==> config.mk <==
export PLATFORM = sky130hd
export DESIGN_NAME = horizontal_pixel_doubler_core
export DESIGN_NICKNAME = d
export VERILOG_FILES = /design/src/hpd_pkg.sv /design/src/hpd_pair_calc.sv /design/src/horizontal_pixel_doubler_core.sv
export SDC_FILE = /design/constraint.sdc
export NUM_CORES = 1
export LEC_CHECK = 0
export BUFFER_PORTS_ARGS = -buffer_cell sky130_fd_sc_hd__buf_2
export CORE_ASPECT_RATIO = 0.75
export CORE_MARGIN = 2
export CORE_UTILIZATION = 60
export CTS_CLUSTER_DIAMETER = 150
export DETAILED_ROUTE_END_ITERATION = 8
export PLACE_DENSITY = 0.83
export RECOVER_POWER = 50
export SETUP_SLACK_MARGIN = 0.02
export SYNTH_ARGS = -nofsm -noshare
export SYNTH_HDL_FRONTEND = slang
export SYNTH_HIERARCHICAL = 1
export SYNTH_SLANG_ARGS = --single-unit
==> constraint.sdc <==
create_clock -name clock -period 7 [get_ports clock]
set_input_delay 0.35 -clock clock [delete_from_list [all_inputs] [get_ports clock]]
set_output_delay 0.35 -clock clock [all_outputs]
set_load 0.02 [all_outputs]
==> src/hpd_pkg.sv <==
`timescale 1ns / 1ps

package hpd_pkg;

   localparam int unsigned CSR_ADDR_WIDTH = 3;
   localparam int unsigned CSR_DATA_WIDTH = 32;
   localparam int unsigned MODE_WIDTH     = 3;

   localparam logic [MODE_WIDTH-1:0] FMT_PLANAR8 = 3'd0;
   localparam logic [MODE_WIDTH-1:0] FMT_YUY2    = 3'd1;
   localparam logic [MODE_WIDTH-1:0] FMT_RGB555  = 3'd2;
   localparam logic [MODE_WIDTH-1:0] FMT_RGB565  = 3'd3;
   localparam logic [MODE_WIDTH-1:0] FMT_RGB24   = 3'd4;
   localparam logic [MODE_WIDTH-1:0] FMT_RGB32   = 3'd5;

   localparam logic [0:0] REG_FORMAT_MODE = 1'b0;

   typedef struct packed {
      logic [31:0] pixel_word;
      logic        row_end;
   } req_type;

   typedef struct packed {
      logic [31:0] first_out;
      logic [31:0] second_out;
      logic        last_of_row;
   } rsp_type;

   function automatic logic [7:0] avg8(input logic [7:0] a, input logic [7:0] b);
      logic [8:0] s;
      s = {1'b0, a} + {1'b0, b};
      return s[8:1];
   endfunction

   function automatic logic [5:0] avg6(input logic [5:0] a, input logic [5:0] b);
      logic [6:0] s;
      s = {1'b0, a} + {1'b0, b};
      return s[6:1];
   endfunction

   function automatic logic [4:0] avg5(input logic [4:0] a, input logic [4:0] b);
      logic [5:0] s;
      s = {1'b0, a} + {1'b0, b};
      return s[5:1];
   endfunction

endpackage

==> src/hpd_pair_calc.sv <==
`timescale 1ns / 1ps

module hpd_pair_calc
   import hpd_pkg::*;
(
   input  logic [MODE_WIDTH-1:0] format_mode,
   input  logic [31:0]           base_pixel,
   input  logic [31:0]           next_pixel,
   input  logic                  row_end_pair,
   output logic [31:0]           first_out,
   output logic [31:0]           second_out
);

   logic [31:0] even_word;
   logic [31:0] interp_word;
   logic [31:0] end_word;

   always_comb begin
      even_word   = base_pixel;
      interp_word = '0;
      end_word    = base_pixel;
      unique case (format_mode)
         FMT_PLANAR8: begin
            even_word   = {24'd0, base_pixel[7:0]};
            end_word    = even_word;
            interp_word = {24'd0, avg8(base_pixel[7:0], next_pixel[7:0])};
         end
         FMT_YUY2: begin
            even_word   = {base_pixel[31:24], avg8(base_pixel[7:0], base_pixel[23:16]),
                           base_pixel[15:8], base_pixel[7:0]};
            interp_word = {avg8(base_pixel[31:24], next_pixel[31:24]),
                           avg8(base_pixel[23:16], next_pixel[7:0]),
                           avg8(base_pixel[15:8], next_pixel[15:8]),
                           base_pixel[23:16]};
            end_word    = {base_pixel[31:24], base_pixel[23:16],
                           base_pixel[15:8], base_pixel[23:16]};
         end
         FMT_RGB555: begin
            even_word   = {16'd0, base_pixel[15:0]};
            end_word    = even_word;
            interp_word = {17'd0, avg5(base_pixel[14:10], next_pixel[14:10]),
                           avg5(base_pixel[9:5], next_pixel[9:5]),
                           avg5(base_pixel[4:0], next_pixel[4:0])};
         end
         FMT_RGB565: begin
            even_word   = {16'd0, base_pixel[15:0]};
            end_word    = even_word;
            interp_word = {16'd0, avg5(base_pixel[15:11], next_pixel[15:11]),
                           avg6(base_pixel[10:5], next_pixel[10:5]),
                           avg5(base_pixel[4:0], next_pixel[4:0])};
         end
         FMT_RGB24: begin
            even_word   = {8'd0, base_pixel[23:0]};
            end_word    = even_word;
            interp_word = {8'd0, avg8(base_pixel[23:16], next_pixel[23:16]),
                           avg8(base_pixel[15:8], next_pixel[15:8]),
                           avg8(base_pixel[7:0], next_pixel[7:0])};
         end
         default: begin
            // RGB32 and the unused codes average all four bytes.
            interp_word = {avg8(base_pixel[31:24], next_pixel[31:24]),
                           avg8(base_pixel[23:16], next_pixel[23:16]),
                           avg8(base_pixel[15:8], next_pixel[15:8]),
                           avg8(base_pixel[7:0], next_pixel[7:0])};
         end
      endcase
   end

   assign first_out  = even_word;
   assign second_out = row_end_pair ? end_word : interp_word;

endmodule

==> src/horizontal_pixel_doubler_core.sv <==
`timescale 1ns / 1ps
// Channel  Direction  Handshake            Payload
// req      in         req_valid/req_ready  req_type (pixel_word, row_end)
// rsp      out        rsp_valid/rsp_ready  rsp_type (first_out, second_out, last_of_row)
// csr      in         APB write/read       format_mode at byte address 0
//
// An item is registered on acceptance; its results move from the first stage into the
// output register when it is free. One item per cycle is taken unless the first stage
// is busy; a row end with a pixel held yields two results and holds that stage for both.
// Reset is synchronous and clears the held pixel, the stages and the format register.
// A stalled result holds the output register, and the input stage stalls behind it.

module horizontal_pixel_doubler_core
   import hpd_pkg::*;
(
   input  logic                      clock,
   input  logic                      reset,
   input  logic                      req_valid,
   output logic                      req_ready,
   input  req_type                   req_data,
   output logic                      rsp_valid,
   input  logic                      rsp_ready,
   output rsp_type                   rsp_data,
   input  logic                      psel,
   input  logic                      penable,
   input  logic                      pwrite,
   input  logic [CSR_ADDR_WIDTH-1:0] paddr,
   input  logic [CSR_DATA_WIDTH-1:0] pwdata,
   output logic [CSR_DATA_WIDTH-1:0] prdata,
   output logic                      pready
);

   logic [MODE_WIDTH-1:0] mode_ff, mode_in;
   logic [31:0]           held_ff, held_in;
   logic                  held_valid_ff, held_valid_in;
   logic                  s1_valid_ff, s1_valid_in;
   logic [31:0]           s1_held_ff, s1_held_in;
   logic [31:0]           s1_pixel_ff, s1_pixel_in;
   logic                  s1_hv_ff, s1_hv_in;
   logic                  s1_last_ff, s1_last_in;
   logic                  rsp_valid_ff, rsp_valid_in;
   rsp_type               rsp_data_ff, rsp_data_in;

   logic        csr_write;
   logic        accept;
   logic        out_load;
   logic        s1_emit;
   logic        s1_final;
   logic [31:0] calc_first;
   logic [31:0] calc_second;

   assign pready    = 1'b1;
   assign csr_write = psel && penable && pwrite && pready;
   assign prdata    = (paddr[2] == REG_FORMAT_MODE)
                      ? {{(CSR_DATA_WIDTH-MODE_WIDTH){1'b0}}, mode_ff} : '0;

   assign out_load  = !rsp_valid_ff || rsp_ready;
   assign s1_emit   = s1_valid_ff && out_load;
   assign s1_final  = !(s1_hv_ff && s1_last_ff);
   assign req_ready = !s1_valid_ff || (s1_emit && s1_final);
   assign accept    = req_valid && req_ready;

   hpd_pair_calc u_calc (
      .format_mode  (mode_ff),
      .base_pixel   (s1_hv_ff ? s1_held_ff : s1_pixel_ff),
      .next_pixel   (s1_pixel_ff),
      .row_end_pair (!s1_hv_ff),
      .first_out    (calc_first),
      .second_out   (calc_second)
   );

   always_comb begin
      mode_in = mode_ff;
      if (csr_write && paddr[2] == REG_FORMAT_MODE) begin
         mode_in = pwdata[MODE_WIDTH-1:0];
      end

      held_in       = held_ff;
      held_valid_in = held_valid_ff;
      if (accept) begin
         held_in       = req_data.row_end ? 32'd0 : req_data.pixel_word;
         held_valid_in = !req_data.row_end;
      end

      s1_valid_in = s1_valid_ff;
      s1_held_in  = s1_held_ff;
      s1_pixel_in = s1_pixel_ff;
      s1_hv_in    = s1_hv_ff;
      s1_last_in  = s1_last_ff;
      if (accept && (held_valid_ff || req_data.row_end)) begin
         s1_valid_in = 1'b1;
         s1_held_in  = held_ff;
         s1_pixel_in = req_data.pixel_word;
         s1_hv_in    = held_valid_ff;
         s1_last_in  = req_data.row_end;
      end else if (s1_emit && s1_final) begin
         s1_valid_in = 1'b0;
      end else if (s1_emit) begin
         s1_hv_in = 1'b0;
      end

      rsp_valid_in = rsp_valid_ff;
      rsp_data_in  = rsp_data_ff;
      if (out_load) begin
         rsp_valid_in = s1_valid_ff;
      end
      if (s1_emit) begin
         rsp_data_in.first_out   = calc_first;
         rsp_data_in.second_out  = calc_second;
         rsp_data_in.last_of_row = !s1_hv_ff;
      end
   end

   always_ff @(posedge clock) begin
      if (reset) begin
         mode_ff       <= FMT_PLANAR8;
         held_valid_ff <= 1'b0;
         held_ff       <= '0;
         s1_valid_ff   <= 1'b0;
         rsp_valid_ff  <= 1'b0;
      end else begin
         mode_ff       <= mode_in;
         held_valid_ff <= held_valid_in;
         held_ff       <= held_in;
         s1_valid_ff   <= s1_valid_in;
         rsp_valid_ff  <= rsp_valid_in;
      end
   end

   always_ff @(posedge clock) begin
      s1_held_ff  <= s1_held_in;
      s1_pixel_ff <= s1_pixel_in;
      s1_hv_ff    <= s1_hv_in;
      s1_last_ff  <= s1_last_in;
      rsp_data_ff <= rsp_data_in;
   end

   assign rsp_valid = rsp_valid_ff;
   assign rsp_data  = rsp_data_ff;

endmodule

==> impl_metrics.py <==
metrics = {
    "sta": {
        "setup-tns-final_ns": 0,
        "tightest_slew_ns": 3.56,
        "min_period_ns": 3.72,
        "worst_hold_slack_ns": 0.112,
        "rsz0062_at_grt": "no",
        "hold_viol_final": 0,
        "setup_viol": 0,
        "setup_ws_ns": 3.28,
        "fin_crit_sh_pct": 53.2,
        "fmax_mhz": 269,
        "slew_headroom_pct": -137,
        "drv_slew": 115,
        "skew_ns": 0.0149,
    },
    "global_route": {
        "grt.total_usage_pct": 23.9,
        "grt_pass1_vias": 5692,
        "grt_overflow": 0,
        "antenna_found_initial": 2,
        "grt_max_degree": 67,
        "grt_pass1_wl_um": 28800,
    },
    "worst_setup_path": {
        "criticalPathCategory": "flip-flop to flip-flop",
        "startpoint_type": "flip-flop",
        "reg2reg_setup_slack_ns": 3.28,
        "rr_endpoint": "s1_hv_ff",
        "required_ns": 7.13,
        "reg2reg_depth": 4,
        "arrival_ns": 3.86,
        "r2r_start": "rsp_valid",
        "cp_max_fo": 66,
        "end_kind": "flip-flop",
    },
    "finish": {
        "diodes": 0,
        "final_cell_area_um2": 9910,
        "fillerInstances": 1120,
        "area_delta_synth_final_pct": 11.1,
        "drive_gt1_share_pct": 11.9,
        "fin_nets": 980,
    },
    "logic_synthesis": {
        "avgSynthCellArea_um2": 11.8,
        "synthFlopType": "edfxtp_1",
        "ys_warn_count": 6,
        "syn_inst": 754,
        "ys_types": 75,
        "synth-edff-count": 131,
        "synth_async_sr_flop_share_pct": 0,
        "ys_seq_area_share_pct": 52.7,
        "synth-seq-cells": 169,
        "syn_area_um2": 8910,
    },
    "die": {
        "coreArea_um2": 14500,
        "io_pins": 175,
        "rows": 38,
        "die_h_um": 110,
        "initial_core_util_pct": 61.5,
        "die_w_um": 145,
        "dieArea_um2": 15900,
    },
    "drt": {
        "routed_wl_um": 18700,
        "dr_total_vias": 6171,
        "ant_nets": 0,
        "vias_per_cell": 5.79,
        "firstDrtPassIters": 5,
        "wl_per_cell_um": 17.5,
        "drtIter0Drc": 529,
        "drc_errors": 0,
    },
    "worst_hold_path": {
        "hp-class": "input port to flip-flop",
        "holdPathEnd": "s1_pixel_ff[27]",
        "holdPathStages": 1,
        "hp-start": "req_data[28]",
    },
    "cts": {
        "cts_sinks": 169,
        "clk_pin_slew_ns": 0.07,
        "insertion_delay_ns": 0.42,
        "cts-hold-fix-buffers": 0,
        "cts-root-buf": "clkbuf_16",
        "cts_setup_buffers": 0,
        "cts_tree": "yes",
        "clockBufferDepth": 2,
        "htreeDepth": 4,
        "cts_resized": 0,
        "cts_buffers": 17,
    },
    "outcome": {
        "status": "complete, but fails checks",
        "violations": "capacitance limit, slew limit",
    },
    "power": {
        "p_leak_nw": 3.79,
        "ir_drop_uv": 206,
        "power_density_nw_per_um2": 259,
    },
    "placement": {
        "port_buffers": 113,
        "placed_cell_area_um2": 9420,
        "dp_hpwl_um": 12900,
        "dp_slack_ns": 3.60,
        "place.gp.congestion": 0.874,
    },
    "flow_run": {
        "drv_cap": 2,
    },
}
logic make-up after synthesis:
family                     share of synthesized area [%]
AOI/OAI and AO/OA                                   15.3
DFF                                                 52.7
and+or+nand+nor                                     9.31
buffers and inverters                               6.75
adders and majority gates                           8.06
muxes                                               5.07
xor gates and xnor gates                            2.75
other                                             0.0843
synth_stat cells, types with 5 or more instances:
cell type / n / area share, %
buf_2: 5 / 0.28
clkbuf_1: 12 / 0.51
xnor2_1: 15 / 1.5
dfxtp_1: 38 / 8.5
nor3_1: 6 / 0.34
nor2_1: 42 / 1.8
nand2b_1: 9 / 0.63
nand3_1: 5 / 0.28
fa_1: 9 / 2.0
a21o_1: 10 / 0.84
mux2i_1: 8 / 0.90
mux2_2: 33 / 4.2
nand2_1: 55 / 2.3
xor2_1: 13 / 1.3
a22o_1: 33 / 3.2
a21oi_1: 49 / 2.8
a221oi_1: 5 / 0.49
edfxtp_1: 131 / 44
o21ai_0: 26 / 1.5
ha_1: 43 / 6.0
inv_1: 29 / 1.2
and2_1: 9 / 0.63
nor2b_1: 18 / 1.3
o21ai_1: 13 / 0.73
buf_4: 42 / 3.5
metrics by stage:
stage                     power, mW  std cells  utilization, %
final                          2.57       1066            68.3
after global routing           2.67       1066            68.3
after CTS                      2.58       1066            69.2
after detailed placement       1.61       1034            64.9
after global placement         1.60       1034            64.9
after floorplan                1.53        782               -
critical path: stages (launching register included):
cell and delay [ns]:
dfxtp_1 0.31, nor2b_1 0.18, nor2b_4 0.11, clkbuf_1 2.49, a21o_1 0.35
flip-flops by register name, summed over array words and instances, names as in the netlist:
register,count
held_ff,32
s1_last_ff,1
rsp_valid,1
s1_held_ff,32
s1_pixel_ff,32
held_valid_ff,1
s1_hv_ff,1
mode_ff,3
rsp_data,65
s1_valid_ff,1
placed cells by master (no fill, tap or decap), types with 26 or more instances in the layout:
cell,instances
edfxtp_1,131
a22o_1,33
mux2_2,28
clkbuf_1,97
a21oi_1,48
ha_1,43
conb_1,30
o21ai_0,26
inv_1,29
nand2_1,55
nor2_1,41
dfxtp_1,38
cell type report:
type | instances | area (um^2) | area share [%]
Multi-Input combinational cell | 515 | 3740 | 37.8
Inverter | 30 | 113 | 1.14
Clock buffer | 18 | 429 | 4.33
Tap cell | 200 | 250 | 2.53
Clock inverter | 14 | 186 | 1.88
Sequential cell | 169 | 4690 | 47.4
Timing Repair Buffer | 120 | 493 | 4.98
routing by layer:
layer / routed length [um] / GRT usage, % / vias to the layer above
li1: - / - / 2930
met1: 8480 / 34.7 / 2915
met2: 8400 / 36.3 / 292
met3: 1530 / 5.10 / 30
met4: 237 / 7.91 / 4
met5: 27 / 0 / -
power by group:
| part | leakage, nW | internal [mW] | switching [mW] |
|---|---|---|---|
| sequential | 1.56 | 1.14 | 0.0230 |
| combinational | 1.93 | 0.163 | 0.269 |
| clock | 0.293 | 0.572 | 0.400 |
how the worst max path moves through the flow:
| stage | startpoint | end | slack [ns] |
|---|---|---|---|
| floorplan | rsp_valid | s1_hv_ff | 2.85 |
| global placement | s1_hv_ff | rsp_data[24] | 3.67 |
| detailed placement | s1_hv_ff | rsp_data[24] | 3.60 |
| CTS | s1_hv_ff | rsp_data[24] | 3.56 |
| global route | rsp_valid | s1_hv_ff | 2.94 |
| finish | rsp_valid | s1_hv_ff | 3.28 |
No activity file was read; power rests on OpenSTA's default activity.
